`src/device_class_allocator_assert.svh`:
```
// ---------------------------------------------------------------------------
// device class allocator assertion macros
// implication checks sampled on i_clk, off while i_rst_n is low
// ---------------------------------------------------------------------------
`ifndef DEVICE_CLASS_ALLOCATOR_ASSERT_SVH
`define DEVICE_CLASS_ALLOCATOR_ASSERT_SVH

// consequent must hold in the same cycle as the antecedent
`define DCA_ASSERT_SAME(label, ante, cons) \
    label: assert property (@(posedge i_clk) disable iff (!i_rst_n) (ante) |-> (cons)) \
        else $error("allocator check failed in the same cycle");

// consequent must hold in the cycle after the antecedent
`define DCA_ASSERT_NEXT(label, ante, cons) \
    label: assert property (@(posedge i_clk) disable iff (!i_rst_n) (ante) |=> (cons)) \
        else $error("allocator check failed in the next cycle");

`endif

```
`src/dca_pkg.sv`:
```
// ---------------------------------------------------------------------------
// dca_pkg
// shared types, codes and constants of the device class allocator
// ---------------------------------------------------------------------------
package dca_pkg;

    localparam int CFG_CLASSES = 4;
    localparam int CLS_W       = 2;
    localparam int BASE_W      = 4;
    localparam int COUNT_W     = 5;
    localparam int CFG_IDX_W   = 4;
    localparam int CFG_DATA_W  = 5;
    localparam int SCAN_W      = 7;
    localparam int JOB_W       = 16;
    localparam int REL_W       = 8;
    localparam int DEV_W       = 4;
    localparam int STATUS_W    = 3;

    // request kinds
    localparam logic KIND_ALLOC   = 1'b0;
    localparam logic KIND_RECLAIM = 1'b1;

    // result status codes
    localparam logic [STATUS_W-1:0] ST_ALLOCATED  = 3'd0;
    localparam logic [STATUS_W-1:0] ST_RECLAIMED  = 3'd1;
    localparam logic [STATUS_W-1:0] ST_NO_CLASS   = 3'd2;
    localparam logic [STATUS_W-1:0] ST_NONE_FREE  = 3'd3;
    localparam logic [STATUS_W-1:0] ST_NOT_HELD   = 3'd4;

    // class register reset values
    localparam logic [BASE_W-1:0]  BASE_RST  [CFG_CLASSES] = '{4'd0, 4'd2, 4'd5, 4'd9};
    localparam logic [COUNT_W-1:0] COUNT_RST [CFG_CLASSES] = '{5'd2, 5'd3, 5'd4, 5'd1};

    typedef struct packed {
        logic              kind;
        logic [2:0]        class_id;
        logic [JOB_W-1:0]  job_tag;
        logic [REL_W-1:0]  relative_number;
    } t_req;

    typedef struct packed {
        logic [STATUS_W-1:0] status;
        logic [DEV_W-1:0]    device_number;
        logic [COUNT_W-1:0]  class_free;
    } t_res;

    // slot table update command
    typedef struct packed {
        logic set;
        logic clr;
    } t_slot_cmd;

endpackage

```
`src/dca_slot_table.sv`:
```
// ---------------------------------------------------------------------------
// dca_slot_table
// per-slot allocated flags, owning job tags and relative numbers
// ---------------------------------------------------------------------------
module dca_slot_table #(
    parameter int NUM_SLOTS = 16
) (
    input  logic                         i_clk,
    input  logic                         i_rst_n,
    input  logic [$clog2(NUM_SLOTS)-1:0] i_addr,
    input  dca_pkg::t_slot_cmd           i_cmd,
    input  logic [dca_pkg::JOB_W-1:0]    i_job,
    input  logic [dca_pkg::REL_W-1:0]    i_rel,
    output logic                         o_allocated,
    output logic [dca_pkg::JOB_W-1:0]    o_job
);
    import dca_pkg::*;

    logic [NUM_SLOTS-1:0] r_alloc;
    logic [JOB_W-1:0]     r_job_mem [NUM_SLOTS];
    logic [REL_W-1:0]     r_rel_mem [NUM_SLOTS];
    logic [JOB_W-1:0]     r_job_rd;

    // allocated flags double as entry valid bits
    always_ff @(posedge i_clk) begin
        if (!i_rst_n) begin
            r_alloc <= '0;
        end else if (i_cmd.set) begin
            r_alloc[i_addr] <= 1'b1;
        end else if (i_cmd.clr) begin
            r_alloc[i_addr] <= 1'b0;
        end
    end

    always_ff @(posedge i_clk) begin
        if (i_cmd.set) begin
            r_job_mem[i_addr] <= i_job;
            r_rel_mem[i_addr] <= i_rel;
        end else if (i_cmd.clr) begin
            r_job_mem[i_addr] <= '0;
            r_rel_mem[i_addr] <= '0;
        end
        r_job_rd <= r_job_mem[i_addr];
    end

    assign o_allocated = r_alloc[i_addr];
    assign o_job       = r_job_rd;

endmodule

```
`src/device_class_allocator.sv`:
```
// ---------------------------------------------------------------------------
// device_class_allocator
// hands out and takes back device slots grouped in four configured classes
// ---------------------------------------------------------------------------
// A request is taken when start is high and busy is low; busy then stays high
// until the single result has been formed. The result appears on o_result for
// exactly one cycle with o_result_valid and cannot be held off; start may be
// raised again in that same cycle. One comparator and incrementer walk the
// class range one slot per step. An unknown class, or an allocate with nothing
// free by count, goes straight to the result without a scan. A reclaim visits
// each slot in S_SCAN and then S_CHECK because the job tag comes out of the
// slot table's registered read port. The class registers (index 2c base,
// 2c+1 count) are written through the cfg channel, which is always ready;
// writes beyond index 7 are dropped.
// ---------------------------------------------------------------------------
`include "device_class_allocator_assert.svh"

module device_class_allocator #(
    parameter int NUM_SLOTS = 16
) (
    input  logic                            i_clk,
    input  logic                            i_rst_n,
    // request / result
    input  logic                            start,
    input  dca_pkg::t_req                   i_item,
    output logic                            busy,
    output logic                            o_result_valid,
    output dca_pkg::t_res                   o_result,
    // class register writes
    input  logic                            i_cfg_valid,
    output logic                            o_cfg_ready,
    input  logic [dca_pkg::CFG_IDX_W-1:0]   i_cfg_index,
    input  logic [dca_pkg::CFG_DATA_W-1:0]  i_cfg_data
);
    import dca_pkg::*;

    localparam int SLOT_W = $clog2(NUM_SLOTS);
    localparam logic [SCAN_W-1:0] L_NSLOT = SCAN_W'(NUM_SLOTS);

    // sequencer states
    localparam logic [1:0] S_IDLE   = 2'd0;
    localparam logic [1:0] S_SCAN   = 2'd1;
    localparam logic [1:0] S_CHECK  = 2'd2;
    localparam logic [1:0] S_RESULT = 2'd3;

    // class registers and per-class in-use counts
    logic [BASE_W-1:0]  r_base   [CFG_CLASSES];
    logic [COUNT_W-1:0] r_count  [CFG_CLASSES];
    logic [COUNT_W-1:0] r_in_use [CFG_CLASSES];
    logic [COUNT_W-1:0] n_in_use [CFG_CLASSES];

    // sequencer and latched request
    logic [1:0]          r_state, n_state;
    logic                r_kind, n_kind;
    logic [CLS_W-1:0]    r_cls, n_cls;
    logic                r_cls_ok, n_cls_ok;
    logic [JOB_W-1:0]    r_job, n_job;
    logic [REL_W-1:0]    r_rel, n_rel;
    logic [SCAN_W-1:0]   r_scan, n_scan;
    logic [SCAN_W-1:0]   r_end, n_end;
    logic [STATUS_W-1:0] r_status, n_status;
    logic [DEV_W-1:0]    r_dev, n_dev;

    // result register
    logic                r_out_valid, n_out_valid;
    t_res                r_out, n_out;

    // request decode
    logic [CLS_W-1:0]    req_cls;
    logic                req_cls_ok;
    logic [SCAN_W-1:0]   req_sum;
    logic [SCAN_W-1:0]   req_end;
    logic [COUNT_W-1:0]  req_free;

    // slot table side
    logic [SLOT_W-1:0]   slot_idx;
    t_slot_cmd           slot_cmd;
    logic                slot_alloc;
    logic [JOB_W-1:0]    slot_job;
    logic                scan_end;

    function automatic logic [COUNT_W-1:0] free_of(input logic [COUNT_W-1:0] cnt,
                                                   input logic [COUNT_W-1:0] used);
        return (cnt > used) ? (cnt - used) : '0;
    endfunction

    assign busy           = (r_state != S_IDLE);
    assign o_cfg_ready    = 1'b1;
    assign o_result_valid = r_out_valid;
    assign o_result       = r_out;

    // class range of an incoming request, clipped at the table size
    assign req_cls    = i_item.class_id[CLS_W-1:0];
    assign req_cls_ok = (i_item.class_id < 3'(CFG_CLASSES));
    assign req_sum    = SCAN_W'(r_base[req_cls]) + SCAN_W'(r_count[req_cls]);
    assign req_end    = (req_sum > L_NSLOT) ? L_NSLOT : req_sum;
    assign req_free   = free_of(r_count[req_cls], r_in_use[req_cls]);

    // scan pointer addresses the table; scan_end marks it at or past the range end
    assign slot_idx = r_scan[SLOT_W-1:0];
    assign scan_end = (r_scan >= r_end);

    dca_slot_table #(
        .NUM_SLOTS (NUM_SLOTS)
    ) u_slots (
        .i_clk       (i_clk),
        .i_rst_n     (i_rst_n),
        .i_addr      (slot_idx),
        .i_cmd       (slot_cmd),
        .i_job       (r_job),
        .i_rel       (r_rel),
        .o_allocated (slot_alloc),
        .o_job       (slot_job)
    );

    // sequencer: one slot compare per step
    always_comb begin
        n_state     = r_state;
        n_kind      = r_kind;
        n_cls       = r_cls;
        n_cls_ok    = r_cls_ok;
        n_job       = r_job;
        n_rel       = r_rel;
        n_scan      = r_scan;
        n_end       = r_end;
        n_status    = r_status;
        n_dev       = r_dev;
        n_in_use    = r_in_use;
        n_out_valid = 1'b0;
        n_out       = r_out;
        slot_cmd    = '0;

        unique case (r_state)
            S_IDLE: begin
                if (start) begin
                    n_kind   = i_item.kind;
                    n_cls    = req_cls;
                    n_cls_ok = req_cls_ok;
                    n_job    = i_item.job_tag;
                    n_rel    = i_item.relative_number;
                    n_scan   = SCAN_W'(r_base[req_cls]);
                    n_end    = req_end;
                    n_dev    = '0;
                    if (!req_cls_ok) begin
                        n_status = ST_NO_CLASS;
                        n_state  = S_RESULT;
                    end else if (i_item.kind == KIND_ALLOC && req_free == '0) begin
                        // nothing free by count, no scan needed
                        n_status = ST_NONE_FREE;
                        n_state  = S_RESULT;
                    end else begin
                        n_state = S_SCAN;
                    end
                end
            end
            S_SCAN: begin
                if (scan_end) begin
                    n_status = (r_kind == KIND_ALLOC) ? ST_NONE_FREE : ST_NOT_HELD;
                    n_state  = S_RESULT;
                end else if (r_kind == KIND_RECLAIM) begin
                    // job tag read is in flight, compare next cycle
                    n_state = S_CHECK;
                end else if (!slot_alloc) begin
                    slot_cmd.set = 1'b1;
                    if (r_in_use[r_cls] != '1) begin
                        n_in_use[r_cls] = r_in_use[r_cls] + 1'b1;
                    end
                    n_status = ST_ALLOCATED;
                    n_dev    = r_scan[DEV_W-1:0];
                    n_state  = S_RESULT;
                end else begin
                    n_scan = r_scan + 1'b1;
                end
            end
            S_CHECK: begin
                if (slot_alloc && slot_job == r_job) begin
                    slot_cmd.clr = 1'b1;
                    if (r_in_use[r_cls] != '0) begin
                        n_in_use[r_cls] = r_in_use[r_cls] - 1'b1;
                    end
                    n_status = ST_RECLAIMED;
                    n_dev    = r_scan[DEV_W-1:0];
                    n_state  = S_RESULT;
                end else begin
                    n_scan  = r_scan + 1'b1;
                    n_state = S_SCAN;
                end
            end
            S_RESULT: begin
                // free count taken from the updated in-use count
                n_out_valid         = 1'b1;
                n_out.status        = r_status;
                n_out.device_number = r_dev;
                n_out.class_free    = r_cls_ok ? free_of(r_count[r_cls], r_in_use[r_cls])
                                               : '0;
                n_state             = S_IDLE;
            end
            default: begin
                n_state = S_IDLE;
            end
        endcase
    end

    // control state
    always_ff @(posedge i_clk) begin
        if (!i_rst_n) begin
            r_state     <= S_IDLE;
            r_out_valid <= 1'b0;
            r_in_use    <= '{default: '0};
        end else begin
            r_state     <= n_state;
            r_out_valid <= n_out_valid;
            r_in_use    <= n_in_use;
        end
    end

    // request and result payload
    always_ff @(posedge i_clk) begin
        r_kind   <= n_kind;
        r_cls    <= n_cls;
        r_cls_ok <= n_cls_ok;
        r_job    <= n_job;
        r_rel    <= n_rel;
        r_scan   <= n_scan;
        r_end    <= n_end;
        r_status <= n_status;
        r_dev    <= n_dev;
        r_out    <= n_out;
    end

    // class register writes: even index base, odd index count
    always_ff @(posedge i_clk) begin
        if (!i_rst_n) begin
            r_base  <= BASE_RST;
            r_count <= COUNT_RST;
        end else if (i_cfg_valid && o_cfg_ready && !i_cfg_index[CFG_IDX_W-1]) begin
            if (i_cfg_index[0]) begin
                r_count[i_cfg_index[CLS_W:1]] <= i_cfg_data[COUNT_W-1:0];
            end else begin
                r_base[i_cfg_index[CLS_W:1]] <= i_cfg_data[BASE_W-1:0];
            end
        end
    end

    // a result strobe never lasts more than one cycle
    `DCA_ASSERT_NEXT(a_strobe_single, r_out_valid, !r_out_valid)
    // an accepted item makes the block busy
    `DCA_ASSERT_NEXT(a_accept_busy, start && !busy, busy)
    // the job compare only ever looks at a slot inside the class range
    `DCA_ASSERT_SAME(a_check_in_range, r_state == S_CHECK, r_scan < r_end)

endmodule

```
`config.mk`:
```
export PLATFORM = sky130hd
export DESIGN_NAME = device_class_allocator
export DESIGN_NICKNAME = d
export VERILOG_FILES = /design/src/dca_pkg.sv /design/src/dca_slot_table.sv /design/src/device_class_allocator.sv
export VERILOG_INCLUDE_DIRS = /design/src /design/src/src
export SDC_FILE = /design/constraint.sdc
export NUM_CORES = 1
export LEC_CHECK = 0
export BUFFER_PORTS_ARGS = -buffer_cell sky130_fd_sc_hd__buf_2
export CAP_MARGIN = 20
export CORE_ASPECT_RATIO = 1.4
export CORE_MARGIN = 2
export CORE_UTILIZATION = 45
export DETAILED_ROUTE_END_ITERATION = 16
export HOLD_SLACK_MARGIN = 0.03
export PLACE_DENSITY_LB_ADDON = 0.25
export SYNTH_ARGS = -nofsm -noshare
export SYNTH_HDL_FRONTEND = slang
export SYNTH_HIERARCHICAL = 1
export SYNTH_SLANG_ARGS = --single-unit
```
`constraint.sdc`:
```
create_clock -name i_clk -period 7.7 [get_ports i_clk]
set_input_delay 1.925 -clock i_clk [delete_from_list [all_inputs] [get_ports i_clk]]
set_output_delay 1.925 -clock i_clk [all_outputs]
set_load 0.02 [all_outputs]
```
==> results.rst <==
.. list-table::
   :header-rows: 1

   * - Metric
     - Value
   * - Portion of the clock cycle consumed by the worst path in the final layout
     - 0.6620
   * - Slew @ Worst Pin
     - 1.106 ns
   * - WL/cell
     - 22.90 um
   * - Worst relative slew slack
     - 0.2610
   * - Power density over the cells
     - 335.9 nW/um^2
   * - Initial Util
     - 0.4530
   * - Clk Tree Root Cell
     - clkbuf_16
   * - Path category of the worst min-delay check
     - register to register
   * - Hold violation count in the final report
     - 0
   * - Deepest level of the CTS H-tree
     - 2
   * - Site row count
     - 84
   * - Core outline area
     - 37310 sq um
   * - Netlist area before placement
     - 16900 sq um
   * - Routability Congestion
     - 0.8065
   * - Post-CTS setup buffers
     - 0
   * - Warning count from the yosys run
     - 6
   * - Post-cts sizing count
     - 0
   * - Signal arrival time at the worst endpoint
     - 5.33 ns
   * - Run status
     - completed
   * - Vias per std cell
     - 5.658
   * - Non-filler cells, final
     - 1619
   * - Via count of the first global-routing pass
     - 9629
   * - Startpoint kind of the worst setup timing path
     - register
   * - Wire length of the first global-routing pass
     - 56900 um
   * - Kind of capture point of the worst setup path
     - register
   * - Clock sinks
     - 399
   * - 1st-pass router iterations
     - 7
   * - Post-route worst hold slack
     - 0.4292 ns
   * - Starting DRC count in detailed routing
     - 687
   * - Total grt overflow
     - 0
   * - Number of setup violations in the final report
     - 0
   * - Total routing usage reported by global routing
     - 0.1943
   * - Clock slew at the register clock pins of the worst setup and hold paths
     - 0.06 ns
   * - Post-detailed-placement half-perimeter wirelength
     - 23090 um
   * - Mean area per synthesized cell
     - 16.00 sq um
   * - Layout cells sized above 1
     - 0.2103
   * - Number of placed instances, taps included
     - 1544
   * - Max_cap viols
     - 0
   * - Initial antenna violation count
     - 2
   * - Largest net degree at the start of global routing
     - 49
   * - Critical path type
     - register to register
   * - Maximum clock path buffer count
     - 3
   * - Worst-case clock skew
     - 0.03261 ns
   * - DRT Wirelength
     - 37070 um
   * - Final critical path time including I/O delays and setup
     - 5.097 ns
   * - Number of buffers inserted by port buffering
     - 46
   * - Number of pins exceeding their max-slew limit in the final report
     - 0
   * - Cell count after synthesis
     - 1056
   * - Die Area
     - 39150 sq um
   * - F_max
     - 196.2 MHz
   * - Number of vias in the routed layout
     - 9161
   * - Total I/O pin count
     - 56
   * - Worst reg2reg setup slack
     - 2.60 ns
   * - Count of hold-fix buffers inserted at cts
     - 0
   * - CTS Buf Count
     - 41
   * - Total power draw
     - 6423 uW
   * - Leakage power
     - 0.006738 uW
   * - CTS tree
     - yes
   * - Maximum fanout count along the critical path
     - 27
   * - Layout Area Growth over Synthesis
     - 13.14%
   * - Final antenna-violating net count
     - 0
   * - RSZ-0062 raised after global routing
     - false
   * - Max rail drop VDD
     - 0.2009 mV
   * - Nets in the synthesized netlist
     - 1129
   * - Horizontal die dimension
     - 167.8 um
   * - Required time of the worst setup path
     - 7.93 ns
   * - Die boundary height
     - 233.3 um
   * - Remaining DRCs
     - 0
   * - Antenna diode instance count
     - 0
   * - Clock latency on the worst-skew pair
     - 0.56 ns
   * - Sum Neg Setup Slack
     - 0 ns
   * - Final layout net count
     - 1187
[per-layer routing]
layer	up-vias	wire [um]	track usage	share of wire
met2	180	19890	0.3569	0.54
met5	-	26	0	0.00070
met1	4703	14800	0.2316	0.40
met4	4	867	0.06413	0.023
met3	68	1481	0.03287	0.040
li1	4206	-	-	-
[power breakdown]
| group | switching (uW) | total [uW] | leakage, uW | internal (uW) |
|---|---|---|---|---|
| sequential | 121 | 2720 | 0.00354 | 2600 |
| combinational | 967 | 1600 | 0.00248 | 634 |
| clock | 830 | 2100 | 0.000716 | 1270 |
[metrics by stage]
step | util | setup slack, ns | cell area, sq um
floorplan | - | 2.551 | 16900
global placement | 0.4733 | 2.085 | 17660
detailed placement | 0.4735 | 2.324 | 17670
CTS | 0.5125 | 2.649 | 19120
global route | 0.5125 | 2.310 | 19120
finish | 0.5125 | 2.603 | 19120
[final timing paths]
kind,startpoint,to,cells after the start
setup / recovery,r_scan[0],u_slots/r_job_mem[1][15],10
hold reg to reg,r_dev[0],o_result[5],0
setup reg to reg,r_scan[0],u_slots/r_job_mem[1][15],10
hold / removal,r_dev[0],o_result[5],0
[worst max-delay path, stage by stage, from the launching register on]
cell and delay [ns]:
edfxtp_1 0.68, buf_4 0.54, mux4_2 0.57, a22oi_1 0.32, nand2_1 0.24, nand3b_1 0.24, nor2_1 0.51, o21ai_0 0.45
nand2b_1 0.38, nor2_2 0.49, buf_4 0.35
[registers in the layout, summed over array words and instances (netlist names), 7 cells and up, named ones only]
| register | cells |
|---|---|
| u_slots/o_job | 16 |
| u_slots/r_job_mem | 256 |
| r_count | 20 |
| r_job | 16 |
| o_result | 12 |
| r_in_use | 20 |
| r_scan | 7 |
| r_base | 16 |
[cell usage in the layout, fill, tap and decap left out, types with 8 or more instances in the layout]
cell type	n
nor2_1	47
mux4_1	24
buf_4	28
nor2_2	17
nand4_1	19
inv_1	35
and2_1	22
xnor2_1	8
a22oi_1	34
nand2b_1	11
o31ai_1	12
edfxtp_1	308
dfxtp_1	91
ha_1	29
clkinv_2	8
clkbuf_16	42
buf_2	46
mux2i_1	58
o21ai_0	17
a21oi_1	25
mux4_2	68
nand2_1	70
xor2_1	22
[cell type report]
cell class,count,area [sq um]
Fill cell,3019,18190
Sequential cell,399,11070
Multi-Input combinational cell,561,5426
Clock buffer,53,1152
Tap cell,473,591.8
Timing Repair Buffer,74,440.4
Clock inverter,22,301.5
Inverter,37,138.9
No activity file was read; power rests on OpenSTA's default activity.
